===== src/rtl/core/rpi_pkg.sv =====
// rpi_pkg: widths, register indexes and shared types for the ray/plane block
// depends on nothing; imported by every module under rtl/core
package rpi_pkg;

  // coordinate format
  localparam int COORD_BITS = 32;
  localparam int FRAC_BITS  = 16;

  // derived widths of the exact intermediate values
  localparam int DIFF_W = COORD_BITS + 1;       // plane point minus origin
  localparam int PN_W   = 2 * COORD_BITS + 1;   // diff times normal
  localparam int PD_W   = 2 * COORD_BITS;       // dir times normal, dir squared
  localparam int NUM_W  = 2 * COORD_BITS + 2;   // signed numerator sum
  localparam int NMAG_W = 2 * COORD_BITS + 1;   // numerator magnitude
  localparam int DEN_W  = 2 * COORD_BITS + 1;   // signed denominator sum
  localparam int DMAG_W = 2 * COORD_BITS;       // denominator magnitude
  localparam int SQ_W   = 2 * COORD_BITS;       // squared direction length
  localparam int ROOT_W = COORD_BITS;           // truncated direction length
  localparam int REM_W  = ROOT_W + 2;           // square root remainder
  localparam int X_W    = NMAG_W + ROOT_W;      // dividend

  // queue between front and back
  localparam int QUEUE_DEPTH = 4;
  localparam int QPTR_W      = 2;

  // configuration register indexes
  localparam int CFG_IDX_W = 3;
  localparam logic [CFG_IDX_W-1:0] REG_POINT_X  = 3'd0;
  localparam logic [CFG_IDX_W-1:0] REG_POINT_Y  = 3'd1;
  localparam logic [CFG_IDX_W-1:0] REG_POINT_Z  = 3'd2;
  localparam logic [CFG_IDX_W-1:0] REG_NORMAL_X = 3'd3;
  localparam logic [CFG_IDX_W-1:0] REG_NORMAL_Y = 3'd4;
  localparam logic [CFG_IDX_W-1:0] REG_NORMAL_Z = 3'd5;

  // normal_z comes out of reset as 1.0
  localparam logic [COORD_BITS-1:0] NORMAL_Z_RESET = COORD_BITS'(1) << FRAC_BITS;

  typedef struct packed {
    logic [COORD_BITS-1:0] px;
    logic [COORD_BITS-1:0] py;
    logic [COORD_BITS-1:0] pz;
    logic [COORD_BITS-1:0] nx;
    logic [COORD_BITS-1:0] ny;
    logic [COORD_BITS-1:0] nz;
  } rpi_plane_t;

  typedef struct packed {
    logic [COORD_BITS-1:0] ox;
    logic [COORD_BITS-1:0] oy;
    logic [COORD_BITS-1:0] oz;
    logic [COORD_BITS-1:0] dx;
    logic [COORD_BITS-1:0] dy;
    logic [COORD_BITS-1:0] dz;
  } rpi_ray_t;

  // classified item handed from front to back
  typedef struct packed {
    logic              hit;
    logic [NMAG_W-1:0] nmag;
    logic [DMAG_W-1:0] dmag;
    logic [SQ_W-1:0]   sq;
  } rpi_work_t;

endpackage


===== src/rtl/core/rpi_queue.sv =====
// rpi_queue: short fifo of classified items between front and back
// depends on rpi_pkg
module rpi_queue import rpi_pkg::*; (
  input  logic      clk,
  input  logic      rst,
  input  rpi_work_t wr_data,
  input  logic      wr_valid,
  output logic      wr_ready,
  output rpi_work_t rd_data,
  output logic      rd_valid,
  input  logic      rd_ready
);

  rpi_work_t         entries [QUEUE_DEPTH];
  logic [QPTR_W-1:0] wr_ptr;
  logic [QPTR_W-1:0] rd_ptr;
  logic [QPTR_W:0]   count;
  logic              push;
  logic              pop;

  assign wr_ready = count != (QPTR_W+1)'(QUEUE_DEPTH);
  assign rd_valid = count != '0;
  assign rd_data  = entries[rd_ptr];
  assign push     = wr_valid && wr_ready;
  assign pop      = rd_valid && rd_ready;

  // pointers and fill count
  always_ff @(posedge clk) begin
    if (rst) begin
      wr_ptr <= '0;
      rd_ptr <= '0;
      count  <= '0;
    end else begin
      if (push) wr_ptr <= wr_ptr + 1'b1;
      if (pop) rd_ptr <= rd_ptr + 1'b1;
      if (push && !pop) count <= count + 1'b1;
      else if (pop && !push) count <= count - 1'b1;
    end
  end

  // storage
  always_ff @(posedge clk) begin
    if (push) entries[wr_ptr] <= wr_data;
  end

endmodule


===== config.mk =====
export PLATFORM = sky130hd
export DESIGN_NAME = rpi_queue
export DESIGN_NICKNAME = d
export VERILOG_FILES = /design/src/rtl/core/rpi_pkg.sv /design/src/rtl/core/rpi_queue.sv
export SDC_FILE = /design/constraint.sdc
export NUM_CORES = 1
export LEC_CHECK = 0
export ABC_AREA = 1
export BUFFER_PORTS_ARGS = -buffer_cell sky130_fd_sc_hd__buf_2
export CORE_MARGIN = 4
export CORE_UTILIZATION = 45
export DETAILED_ROUTE_END_ITERATION = 10
export PLACE_DENSITY = 0.72
export SYNTH_ARGS = -nofsm -noshare
export SYNTH_HDL_FRONTEND = slang
export SYNTH_SLANG_ARGS = --single-unit

===== constraint.sdc =====
create_clock -name clk -period 29.4 [get_ports clk]
set_clock_uncertainty 0.15 [all_clocks]
set_input_delay 1.47 -clock clk [delete_from_list [all_inputs] [get_ports clk]]
set_output_delay 1.47 -clock clk [all_outputs]
set_load 0.05 [all_outputs]

==> flow_summary.json, run 1 <==
{
  "routedWlPerCell_um": 20.3,
  "synth_edf_count": 776,
  "worst_pin_slew_ns": 1.36,
  "clock_sinks": 785,
  "post_cts_buffers": 0,
  "die_area_um2": 68600,
  "required_ns": 27.78,
  "synth-seq-cells": 785,
  "instances_no_fill": 3231,
  "finalSetupTns_ns": 0,
  "cts.clk_slew.worst_paths_ns": 0.06,
  "root_buffer": "clkbuf_16",
  "worst-path-max-fanout": 197,
  "clkPwrFrac": 0.286,
  "fin_ws_ns": 23.28,
  "crit_path_end_kind": "output pin",
  "num_vias": 17700,
  "core_um2": 63400,
  "max_freq_ghz": 0.163,
  "hold_path_depth": 2,
  "r2r_start": "count[0]$_SDFFE_PP0P_",
  "max_cap_violations": 0,
  "grtUsageTotal": 0.185,
  "gp_congestion": 0.773,
  "hold_violations": 0,
  "die_y_um": 262,
  "seqPwrFrac": 0.403,
  "crit_family": "buffers and inverters",
  "swShare": 0.378,
  "r2r.worst_path.cells": 5,
  "row_count": 92,
  "grt_pass1_vias": 17500,
  "htreeDepth": 3,
  "period_share": 0.208,
  "grt_pass1_wl_mm": 98.7,
  "synth-seq-area-share": 0.809,
  "port_buffers": 393,
  "worst_path_most_repeated_cell": "buf_4",
  "synthFlopType": "edfxtp_1",
  "cp_slowest_stage_delay_ns": 0.89,
  "p_int_mw": 2.16,
  "cts_hold_buf": 0,
  "drtAntennaViolNets": 0,
  "syn_nets": 2147,
  "status": "finished, final reports clean",
  "dpl.hpwl_mm": 36.5,
  "async_flop_share": 0,
  "r2r_setup_slack_ns": 26.31,
  "hold_start": "rd_ptr[1]$_SDFFE_PP0P_",
  "cts_buffer_depth": 3,
  "start_kind": "flip-flop",
  "crit_type": "flip-flop to output pin",
  "p_leak_nw": 11.8,
  "firstDrtPassIters": 5,
  "nets": 2512,
  "syn_area_per_cell_um2": 14.9,
  "final_util": 0.541,
  "insertion_delay_ns": 0.59,
  "cp_slowest_cell": "buf_4",
  "worstPathCellList": "clkinv_8 -> buf_4 -> buf_4 -> o21ai_0 -> o22ai_1 -> buf_2",
  "netlist_instances": 1943,
  "postCtsResizedCells": 0,
  "place_ws_ns": 23.79,
  "p_comb_frac": 0.311,
  "drtIter0Drc": 1533,
  "ys_types": 20,
  "critPathBufInv": 4,
  "reg2reg_to": "entries[0][146]$_DFFE_PP_",
  "hold_path.class": "flip-flop to flip-flop",
  "antenna_found_initial": 23,
  "fin_crit_ns": 6.12,
  "ir_worst_vdd_mv": 0.0790,
  "slew_violations": 0,
  "pwr_density_cell_nw_per_um2": 101,
  "holdWs_ns": 0.365,
  "worst_ep_arrival_time_ns": 4.50,
  "placedCellCount": 3073,
  "cts_tree": "yes",
  "gr-total-overflow": 0,
  "initial_utilization": 0.457,
  "drc": 0,
  "die_w_um": 262,
  "routed_wl_mm": 65.7,
  "relSlewSlack": 0.0913,
  "vias_per_cell": 5.46,
  "syn_area_um2": 29000,
  "area_growth_pct": 18.2,
  "rsz0062_at_grt": "false",
  "setup_violations": 0,
  "ys_warn_count": 0,
  "cts_made_buffers": 79,
  "ios": 394,
  "drive_gt1_frac": 0.224,
  "grt_max_degree": 198,
  "p_switching_mw": 1.32
}
==> cell usage in the layout (no fill, tap or decap), types with 3 or more instances in the layout <==
master      synthesis  routed
clkinv_2            0       8
o22ai_1           194     194
buf_4               9      15
bufinv_16           0       9
clkbuf_1           52      16
dfxtp_1             9       7
o21ai_1            54      54
nand3_1             4       4
clkinvlp_4          0       3
inv_6               0       3
edfxtp_1          776     776
clkinv_8            0       3
ha_1                5       5
clkbuf_16           0      81
nor2_1            402     398
nor2_4              0       4
inv_1              14      14
buf_12              0       3
nand2_1            15      15
clkinv_1            0      12
o21ai_0           335     335
buf_2              63     393
diode_2             0      19
a21oi_1             3       3
==> stage by stage <==
stage | total power, mW | instance area (um^2)
3_3_place_gp | 2.49 | 31700
5_1_grt | 3.62 | 34300
3_5_place_dp | 2.51 | 31700
6_report | 3.48 | 34300
4_1_cts | 3.51 | 34200
2_1_floorplan | 2.25 | 29000
==> cell families after synthesis <==
logic type	share of synthesized area
flip-flops	0.809
AO/OA/AOI/OAI	0.109
AND/OR/NAND/NOR	0.0549
buffers and inverters	0.0232
adder cells (fa/ha/maj)	0.00285
XOR/XNOR	0.000302
==> Yosys cell counts, types with 3 or more instances <==
master,instances,area [um^2]
nor2_1,402,1510
buf_2,63,315
nand3_1,4,20.0
buf_6,3,33.8
ha_1,5,62.6
o21ai_0,335,1680
a21oi_1,3,15.0
dfxtp_1,9,180
clkbuf_1,52,195
buf_4,9,67.6
inv_1,14,52.6
edfxtp_1,776,23300
o21ai_1,54,270
o22ai_1,194,1210
nand2_1,15,56.3
==> tightest hold or removal path, cell delays in order (launching register included) <==
cell     delay (ns)
dfxtp_1        0.33
nand2_1        0.07
a21oi_1        0.07
==> area by class of cell <==
type,instances,area (um^2)
Fill cell,5026,29100
Sequential cell,785,23500
Multi-Input combinational cell,1015,4890
Timing Repair Buffer,411,2140
Clock buffer,98,2100
Tap cell,846,1060
Clock inverter,41,494
Inverter,16,75.1
Antenna cell,19,47.5
==> sequential cells by signal, indices dropped and copies added, names as in the netlist, named ones only <==
signal and count:
count 3, rd_ptr 2, entries 776, wr_ptr 2
==> power groups by stage <==
stage               Combinational, mW  Clock [mW]  Sequential [mW]
floorplan                       0.816           0             1.44
global placement                 1.07           0             1.42
detailed placement               1.09           0             1.43
CTS                              1.09        1.01             1.40
global route                     1.15        1.06             1.41
finish                           1.08       0.994             1.40
==> worst max-delay path by stage <==
| stage | to | depth (start not counted) | slack, ns | from |
|---|---|---|---|---|
| global placement | rd_data[56] | 6 | 23.95 | flip-flop |
| finish | rd_data[56] | 6 | 23.28 | flip-flop |
| global route | rd_data[67] | 6 | 22.90 | flip-flop |
| floorplan | entries[0][0]$_DFFE_PP_ | 2 | 18.84 | wr_valid |
| CTS | rd_data[56] | 6 | 23.12 | flip-flop |
| detailed placement | rd_data[56] | 6 | 23.79 | flip-flop |
==> layer usage <==
metal,wire length (um),up-vias,track usage
met3,4950,112,0.0517
met2,33300,549,0.321
met5,85,-,0
li1,-,8113,-
met4,1640,12,0.0627
met1,25700,8864,0.226
Power figures use the tool's default switching activity.
==> run 2: changes to the inputs <==
clock period = 5.8 ns   (was 29.4 ns; I/O delays follow)
==> flow_summary.json, run 2 (synthesis results as in run 1) <==
{
  "fin_area_um2": 36300,
  "p_leak_nw": 12.7,
  "r2r.worst_path.cells": 6,
  "firstDrtPassIters": 5,
  "grt_max_degree": 201,
  "rsz0062_at_grt": "false",
  "port_buffers": 393,
  "period_share": 0.690,
  "pwr_density_cell_nw_per_um2": 488,
  "hold_path.class": "input port to flip-flop",
  "final_util": 0.572,
  "fin_ws_ns": 1.80,
  "postPlaceCellArea_um2": 31700,
  "cts.clk_slew.worst_paths_ns": 0.06,
  "drive_gt1_frac": 0.208,
  "drc": 0,
  "routed_wl_mm": 69.4,
  "insertion_delay_ns": 0.61,
  "gr-total-overflow": 0,
  "fin_crit_ns": 4.00,
  "grt_pass1_wl_mm": 105,
  "dpl.hpwl_mm": 37.0,
  "required_ns": 5.36,
  "cts_buffer_depth": 3,
  "hold_path_depth": 2,
  "hold_violations": 0,
  "die_y_um": 262,
  "start_kind": "flip-flop",
  "largest_reg_flops": 776,
  "slew_violations": 0,
  "relSlewSlack": 0.211,
  "worst-path-max-fanout": 157,
  "crit_path_end_kind": "output pin",
  "crit_type": "flip-flop to output pin",
  "ios": 394,
  "drtIter0Drc": 1554,
  "clock_sinks": 785,
  "die_w_um": 262,
  "grt_pass1_vias": 19400,
  "status": "finished, final reports clean",
  "cp-endpoint": "rd_data[178]",
  "r2r_setup_slack_ns": 2.87,
  "crit_family": "buffers and inverters",
  "core_um2": 63400,
  "root_buffer": "clkbuf_16",
  "critPathBufInv": 3,
  "worstPathCellList": "clkinv_8 -> buf_12 -> o21ai_1 -> o22ai_1 -> buf_2",
  "cp_slowest_cell": "dfxtp_4",
  "max_freq_ghz": 0.250,
  "final_cell_mix": "edfxtp_1, nor2_1, buf_2",
  "ir_worst_vdd_mv": 0.342,
  "nets": 2711,
  "r2r_start": "count[0]$_SDFFE_PP0P_",
  "row_count": 92,
  "final_common_cell": "edfxtp_1",
  "die_area_um2": 68600,
  "reg2reg_to": "entries[0][142]$_DFFE_PP_",
  "cts_made_buffers": 80,
  "setup_violations": 0,
  "crit_cells": 5,
  "worst_pin_slew_ns": 1.18,
  "reg_top3": "entries (776), count (3)",
  "cts_tree": "yes",
  "initial_utilization": 0.457,
  "postCtsResizedCells": 0,
  "htreeDepth": 3,
  "area_growth_pct": 25.1,
  "worst_ep_arrival_time_ns": 3.56,
  "num_vias": 18700,
  "antenna_found_initial": 8,
  "top_register": "entries",
  "gp_congestion": 0.772,
  "vias_per_cell": 5.47,
  "place_ws_ns": 2.46,
  "max_cap_violations": 0,
  "cp_slowest_stage_delay_ns": 0.85,
  "grtUsageTotal": 0.195,
  "routedWlPerCell_um": 20.3,
  "drtAntennaViolNets": 0
}
[run 2: layer usage]
layer,GRT usage,up-vias,part of all wire
met4,0.0894,0,0.037
met2,0.345,767,0.52
met5,0,-,0
met3,0.0435,162,0.072
met1,0.228,9306,0.37
li1,-,8494,-
[run 2: power breakdown]
group | total (mW) | switching [mW] | internal, mW
combinational | 5.69 | 4.51 | 1.17
sequential | 7.10 | 0.201 | 6.90
clock | 4.94 | 2.07 | 2.87
[run 2: worst min-delay path by stage]
stage | start | to | slack, ns
6_report | wr_data[171] | entries[3][171]$_DFFE_PP_ | 0.27
5_1_grt | wr_data[5] | entries[0][5]$_DFFE_PP_ | 0.26
4_1_cts | wr_data[171] | entries[3][171]$_DFFE_PP_ | 0.22
3_5_place_dp | rd_ptr[0]$_SDFFE_PP0P_ | flip-flop | 0.35
3_3_place_gp | rd_ptr[0]$_SDFFE_PP0P_ | flip-flop | 0.32
2_1_floorplan | rst | flip-flop | 0.21
[run 2: repair_timing]
item | 4_1_cts | 5_1_grt
buffers inserted | 0 | 0
endpoints found under the setup margin | 0 | 0
endpoints found under the hold margin | 785 | 0
hold buffers | 198 | 0
[run 2: stage by stage]
stage	TNS [ns]	cells	total power, mW	hold slack (ns)
global placement	0	3073	12.7	0.324
CTS	0	3415	17.8	0.221
detailed placement	0	3073	12.8	0.347
floorplan	-769.57	1943	11.3	0.209
global route	0	3423	18.4	0.265
finish	0	3424	17.7	0.269
[run 2: layout make-up]
class | count | area [um^2]
flip-flops and latches | 785 | 23500
multi-input cells | 1015 | 4890
fillers | 4732 | 27100
inverters | 16 | 75.1
well taps | 846 | 1060
diodes | 9 | 22.5
clock inverters | 42 | 404
clock buffers | 102 | 2160
repair buffers | 609 | 4210
